==> src/rtl/pksg_pkg.sv <==
`timescale 1ns / 1ps
// shared types and constants for the pair kernel submatrix gather block
// no dependencies

package pksg_pkg;

    localparam int MAX_DIM     = 64;
    localparam int VALUE_WIDTH = 32;
    localparam int DIM_W       = $clog2(MAX_DIM);
    localparam int ADDR_W      = 2 * DIM_W;
    localparam int DEPTH       = MAX_DIM * MAX_DIM;
    localparam int IDX_W       = 10;
    localparam int CFG_W       = 7;
    localparam int ACC_W       = 34;
    localparam int DIV_STEPS   = IDX_W;
    localparam int STEP_W      = $clog2(DIV_STEPS + 1);

    localparam logic OP_WRITE = 1'b0;
    localparam logic OP_QUERY = 1'b1;

    localparam logic MODE_DIRECT = 1'b0;
    localparam logic MODE_PAIR   = 1'b1;

    localparam logic [1:0] REG_MODE       = 2'd0;
    localparam logic [1:0] REG_DIRECT_DIM = 2'd1;
    localparam logic [1:0] REG_FIRST_GRP  = 2'd2;
    localparam logic [1:0] REG_SECOND_GRP = 2'd3;

    typedef enum logic [1:0] {
        ST_IDLE,
        ST_DIV,
        ST_READ,
        ST_FINISH
    } state_t;

    typedef struct packed {
        logic [IDX_W-1:0] quotient;
        logic [CFG_W-1:0] remainder;
    } div_result_t;

endpackage

==> src/rtl/pksg_divider.sv <==
`timescale 1ns / 1ps
// restoring divider, one quotient bit per cycle
// depends on pksg_pkg

module pksg_divider
(
    input  logic                      clk,
    input  logic                      rst_n,
    input  logic                      start,
    input  logic [pksg_pkg::IDX_W-1:0] dividend,
    input  logic [pksg_pkg::CFG_W-1:0] divisor,
    output logic                      done,
    output pksg_pkg::div_result_t     result
);

    logic                        busy_reg, busy_next;
    logic                        done_reg, done_next;
    logic [pksg_pkg::STEP_W-1:0] count_reg, count_next;
    logic [pksg_pkg::IDX_W-1:0]  work_reg, work_next;
    logic [pksg_pkg::CFG_W-1:0]  rem_reg, rem_next;
    logic [pksg_pkg::CFG_W-1:0]  divisor_reg, divisor_next;
    logic [pksg_pkg::CFG_W:0]    trial;
    logic                        fits;

    assign trial = {rem_reg, work_reg[pksg_pkg::IDX_W-1]};
    assign fits  = (trial >= {1'b0, divisor_reg});

    always_comb
    begin
        busy_next    = busy_reg;
        done_next    = 1'b0;
        count_next   = count_reg;
        work_next    = work_reg;
        rem_next     = rem_reg;
        divisor_next = divisor_reg;
        if (start)
        begin
            busy_next    = 1'b1;
            count_next   = '0;
            work_next    = dividend;
            rem_next     = '0;
            divisor_next = divisor;
        end
        else if (busy_reg)
        begin
            if (fits)
                rem_next = pksg_pkg::CFG_W'(trial - {1'b0, divisor_reg});
            else
                rem_next = trial[pksg_pkg::CFG_W-1:0];
            work_next  = {work_reg[pksg_pkg::IDX_W-2:0], fits};
            count_next = count_reg + 1'b1;
            if (count_reg == pksg_pkg::STEP_W'(pksg_pkg::DIV_STEPS - 1))
            begin
                busy_next = 1'b0;
                done_next = 1'b1;
            end
        end
    end

    always_ff @(posedge clk or negedge rst_n)
    begin
        if (!rst_n)
        begin
            busy_reg  <= 1'b0;
            done_reg  <= 1'b0;
            count_reg <= '0;
        end
        else
        begin
            busy_reg  <= busy_next;
            done_reg  <= done_next;
            count_reg <= count_next;
        end
    end

    always_ff @(posedge clk)
    begin
        work_reg    <= work_next;
        rem_reg     <= rem_next;
        divisor_reg <= divisor_next;
    end

    assign done             = done_reg;
    assign result.quotient  = work_reg;
    assign result.remainder = rem_reg;

endmodule

==> config.mk <==
export PLATFORM = sky130hd
export DESIGN_NAME = pksg_divider
export DESIGN_NICKNAME = d
export VERILOG_FILES = /design/src/rtl/pksg_pkg.sv /design/src/rtl/pksg_divider.sv
export SDC_FILE = /design/constraint.sdc
export NUM_CORES = 1
export LEC_CHECK = 0
export BUFFER_PORTS_ARGS = -buffer_cell sky130_fd_sc_hd__clkbuf_2
export CAP_MARGIN = 0
export CORE_ASPECT_RATIO = 2
export CORE_MARGIN = 1.5
export CORE_UTILIZATION = 55
export DETAILED_ROUTE_END_ITERATION = 8
export GPL_ROUTABILITY_DRIVEN = 0
export PLACE_DENSITY = 0.81
export SLEW_MARGIN = 0
export SYNTH_ARGS = -nofsm -noshare
export SYNTH_HDL_FRONTEND = slang
export SYNTH_SLANG_ARGS = --single-unit
==> constraint.sdc <==
create_clock -name clk -period 5.1 [get_ports clk]
set_clock_uncertainty 0.1 [all_clocks]
set_input_delay 0.765 -clock clk [delete_from_list [all_inputs] [get_ports clk]]
set_output_delay 0.765 -clock clk [all_outputs]
set_load 0.05 [all_outputs]
==> run metrics, run 1 <==
layout cells sized above 1=32.3%; DR iter-0 viols=21; initial antenna violation count=0; fillers=238; drt via density=6.12; Area growth, synth to finish=16.3%; most common cell after layout, fill and taps aside=clkbuf_2; final setup vio count=0; required time worst endpoint=5.16 ns; CTS Hold Bufs=0; final hold violation count=0; Die X=42.6 um; first-pass GRT wire length=5.87 mm; FF+latch area=801 um^2; post-detailed-route wirelength per cell=16.4 um; Post-synth EDFFs=17; n_diodes=0; clock root buffer=clkbuf_8; unrepaired setup endpoints after global routing=false; path category of the worst min-delay check=input port to async pin; Syn Nets=184; dpl cells=214; FMAX=425 MHz; die area=3500 um^2; non-filler cells, final=222; nets=221; Total Power=923 uW; Max VDD drop=0.270 mV; register area share after synthesis=46.4%; Yosys warnings=0; CTS max path bufs=2; Num CTS Buffers=5; Die Y=82.2 um; I/O Pins=38; postcts setup bufs=0; relative slew slack=49.0%; Worst EP arrival=2.41 ns; Core Box Area=2980 um^2; routed wire length=3.63 mm; drt pass-1 iters=4; top_reg_cell synth=edfxtp_1; crit path time final=2.35 ns; FF+latch count, synth=30; Avg Inst Size Synth=11.2 um^2; max FFs per register=10; max-cap viol count=0; Max FO, Critical Path=7; critical path class=register to register; worst hold margin=0.201 ns; most frequent cells in the layout=clkbuf_2, edfxtp_1, nor2_1; vias in the first global route=1,313; fin crit share=46.2%; Lkg Pwr=0.000894 uW; Slew @ Worst Pin=0.765 ns; TritonCTS clock tree=built; largest net degree at the start of global routing=39; Port-buffer cells=37; outcome=complete, no violations; Std-Cell Rows=28; DR DRC count=0; startpoint class of the critical path=register; Slew Limit Fails=0; H-tree depth=2; post-route setup TNS=0 ns; total track usage=22.9%; antenna viol nets, final=0; # clock sinks=30; via count=1,359; clock slew at reported path FFs=0.06 ns; Synth Instances=154; Mapped Area=1730 um^2; DP HPWL=2.66 mm; starting density of the core=57.9%; Yosys cell types=47; ys async rst share=20.0%; Clock Latency Late Sink=0.28 ns; CTS resizes=0; Multi-input gate area=852 um^2; CP Capture Type=register; PD cells=460 nW/um^2; total global routing overflow=0
-- power by group --
part | switching, uW | leakage, uW | internal (uW)
logic | 262 | 0.000539 | 140
clock network | 84.2 | 0.0000455 | 110
registers | 30.7 | 0.000309 | 297
-- layer usage --
| metal | routed length (um) | up-vias | track usage (%) |
|---|---|---|---|
| met5 | 0 | - | 0 |
| met4 | 141 | 0 | 13.1 |
| met3 | 139 | 14 | 4.78 |
| met1 | 1290 | 652 | 22.5 |
| met2 | 2060 | 41 | 42.9 |
| li1 | - | 652 | - |
-- cells in the mapped netlist, drive strengths merged, types with 2 or more instances --
cell type  instances  area share, %
dfrtp              6            8.7
edfxtp            17             30
o31ai              2           0.87
or2                2           0.73
nand3              3            1.5
a211oi             6            2.9
a41oi              2            1.0
nor2b              3            1.1
xor2               3            1.5
a311o              2            1.2
nor2              12            2.6
or3b               2            1.0
o21ai              3           0.87
mux2              10            6.5
buf                3           0.87
inv               11            2.4
dfxtp              7            8.1
a41o               2            1.2
ha                 9            6.5
a31o               2            1.0
nand2b             4            1.6
nand3b             3            1.3
xnor2              2            1.0
nor3b              7            3.0
nand4              2           0.73
nand2              7            1.5
o311ai             3            1.5
clkbuf             4           0.94
a21o               2           0.87
-- worst paths after layout --
kind                        startpoint           end  slack (ns)  cells past startpoint
setup / recovery           work_reg[9]    rem_reg[0]        2.75                      7
hold / removal                   rst_n  count_reg[0]        0.20                      1
setup reg to reg           work_reg[9]    rem_reg[0]        2.75                      7
hold reg to reg             rem_reg[0]    rem_reg[1]        0.43                      2
max in group asynchronous        rst_n      busy_reg        4.55                      1
min in group clk            rem_reg[0]    rem_reg[1]        0.43                      2
-- worst max-delay path, stage by stage (launching register included) --
cell and delay [ns]:
edfxtp_1 0.34, inv_1 0.07, ha_1 0.23, fa_1 0.39, nand2b_1 0.24, a211o_4 0.40
a311o_1 0.36, o311ai_1 0.11
-- metrics by stage --
| stage | setup WS (ns) | area (um^2) | util (%) |
|---|---|---|---|
| floorplan | 2.58 | 1730 | - |
| global placement | 2.91 | 1920 | 64.4 |
| detailed placement | 2.83 | 1920 | 64.4 |
| CTS | 2.75 | 2010 | 67.4 |
| global route | 2.62 | 2010 | 67.4 |
| finish | 2.75 | 2010 | 67.4 |
-- logic make-up (layout without fill, tap and decap cells) --
kind of cell	count (synthesis)	after routing	synth area share, %
AND/OR/NAND/NOR	51	51	17.6
AO/OA/AOI/OAI	30	30	15.0
flip-flops	30	30	46.4
buffers and inverters	18	56	4.21
adder cells (fa/ha/maj)	10	10	7.69
multiplexers	10	10	6.53
XOR/XNOR	5	5	2.54
-- area by class of cell --
class	count	area share (%)
tap	30	1.87
timing repair buffer	37	9.23
multi-input combinational	106	42.5
sequential	30	39.9
inverter	11	2.06
clock buffer	8	4.49
Note: power is estimated with default switching activity, not from simulation.
==> run 2: changes to the inputs <==
CORE_UTILIZATION = 54   (was 55)
PLACE_DENSITY = 0.79   (was 0.81)
clock period = 2.2 ns   (was 5.1 ns; I/O delays follow)
==> run 2 against run 1 <==
Against the previous run: combinational power increased by 140%; largest power group unchanged; count of clock-buffer cells in the layout shrank 1; via count increased by 0.29%; maximum frequency increased by 12%.
==> run metrics, run 2 (synthesis gave the netlist of run 1 again) <==
critical path class=register to register; outcome=complete, no violations; Die X=43.0 um (+0.86%); DR DRC count=0 (unchanged); total global routing overflow=0 (unchanged); Area growth, synth to finish=19.6%; I/O Pins=38 (unchanged); # clock sinks=30 (unchanged); die area=3560 um^2 (+1.8%); path depth of the worst reg2reg path=7 (unchanged); Num CTS Buffers=5 (unchanged); n_diodes=0 (unchanged); final hold violation count=0 (unchanged); PD cells=1060 nW/um^2 (+130%); required time worst endpoint=2.28 ns (-2.88 ns); Port-buffer cells=37 (unchanged); Die Y=82.9 um (+0.89%); max-cap viol count=0 (unchanged); worst stage delay on the critical path=0.38 ns (-0.02 ns); FF+latch area=801 um^2 (unchanged); Slew Limit Fails=0 (unchanged); DR iter-0 viols=41 (+95%); routed wire length=3.73 mm (+2.6%); fillers=244 (+2.5%); layout cells sized above 1=35.4% (+3.1 points); post-route setup TNS=0 ns (unchanged); via count=1,363 (+0.29%); Worst EP arrival=2.17 ns (-0.24 ns); relative slew slack=53.4% (+4.4 points); CP Capture Type=register; Worst R2R Start=work_reg[9]; TritonCTS clock tree=built; total track usage=23.9% (+1.0 points); DP HPWL=2.82 mm (+5.9%); final setup vio count=0 (unchanged); Clock Latency Late Sink=0.28 ns (about the same); Std-Cell Rows=28 (unchanged); drt pass-1 iters=4 (unchanged); Max FO, Critical Path=7 (unchanged); Max VDD drop=0.790 mV (+190%); largest net degree at the start of global routing=30 (-23%); non-filler cells, final=225 (+1.4%); most frequent cells in the layout=clkbuf_2, edfxtp_1, nor2_1; vias in the first global route=1,436 (+9.4%); nets=224 (+1.4%); Core Util, Final=68.5% (+1.1 points); drt via density=6.06 (-1.0%); FMAX=477 MHz (+12%); max FFs per register=10 (unchanged); Lkg Pwr=0.000918 uW (+2.7%); Multi-input gate area=870 um^2 (+2.1%); post-detailed-route wirelength per cell=16.6 um (+1.3%); Post-DP Area=1960 um^2 (+2.1%); dpl cells=216 (+0.93%); Slowest cell on crit path=a211o_4; clock root buffer=clkbuf_8; clock slew at reported path FFs=0.07 ns (about the same); starting density of the core=57.3% (-0.67 points); unrepaired setup endpoints after global routing=false; Critical path origin=work_reg[9]; antenna viol nets, final=0 (unchanged); CTS max path bufs=2 (unchanged); Core Box Area=3010 um^2 (+1.2%); crit path cell chain=inv_1 -> ha_2 -> fa_2 -> nand2b_4 -> a211o_4 -> a41o_1 -> a31o_1; first-pass GRT wire length=6.44 mm (+9.9%); fin crit share=95.2% (+49 points); H-tree depth=2 (unchanged); path category of the worst min-delay check=input port to register; R2R setup slack=0.10 ns (-2.64 ns); most common cell after layout, fill and taps aside=clkbuf_2; startpoint class of the critical path=register; worst reg2reg endpoint=rem_reg[3]; Slew @ Worst Pin=0.699 ns (-0.0664 ns); crit path time final=2.10 ns (-0.259 ns); initial antenna violation count=0 (unchanged); critical path endpoint=rem_reg[3]; fin area=2060 um^2 (+2.8%)
==> run 2: routing by layer <==
layer	global-route usage, %	up-vias	wire, um
met3	5.43	12	144
met2	43.4	40	2180
met4	12.4	0	117
met1	23.8	655	1290
met5	0	-	0
li1	-	656	-
==> run 2: worst min path at each step <==
stage | from | endpoint | slack [ns] | cells after the start
2_1_floorplan | rst_n | busy_reg | -0.07 | 0
3_3_place_gp | rst_n | busy_reg | 0.06 | 1
3_5_place_dp | rst_n | done | 0.06 | 1
6_report | divisor[4] | divisor_reg[4] | 0.12 | 1
5_1_grt | divisor[5] | divisor_reg[5] | 0.11 | 1
4_1_cts | divisor[4] | divisor_reg[4] | 0.11 | 1
==> run 2: final cells by class <==
class | count | share of cell area [%]
multi-input combinational | 106 | 42.1
sequential | 30 | 38.8
timing repair buffer | 40 | 10.8
clock buffer | 7 | 4.18
inverter | 11 | 2.00
tap | 30 | 1.82
clock inverter | 1 | 0.243
==> run 2: stage by stage <==
stage	power, uW	worst slack, ns	hold slack, ns
floorplan	1500	-0.170	-0.0656
global placement	1700	0.184	0.0591
detailed placement	1730	0.0834	0.0629
CTS	2200	0.0781	0.107
global route	2300	0.00286	0.111
finish	2180	0.105	0.117
==> run 2: critical path, delay by kind of cell (launching register included) <==
family	cells	cell delay, ns
buffers and inverters	1	0.07
DFF	1	0.36
AOI/OAI and AO/OA	3	0.74
and+or+nand+nor	1	0.18
adders and majority gates	2	0.54
==> run 2: report_power, final <==
group / switching (uW) / total [uW] / internal [uW]
Combinational: 626 / 975 / 350
Sequential: 69.6 / 757 / 687
Clock: 200 / 451 / 252
Total: 895 / 2180 / 1290
==> run 2: what timing repair did <==
action / in CTS / in global routing
endpoints found under the hold margin: 6 / 0
hold buffers: 1 / 0
resized for setup: 0 / 1
buffers inserted: 0 / 0
setup endpoints to repair: 0 / 3
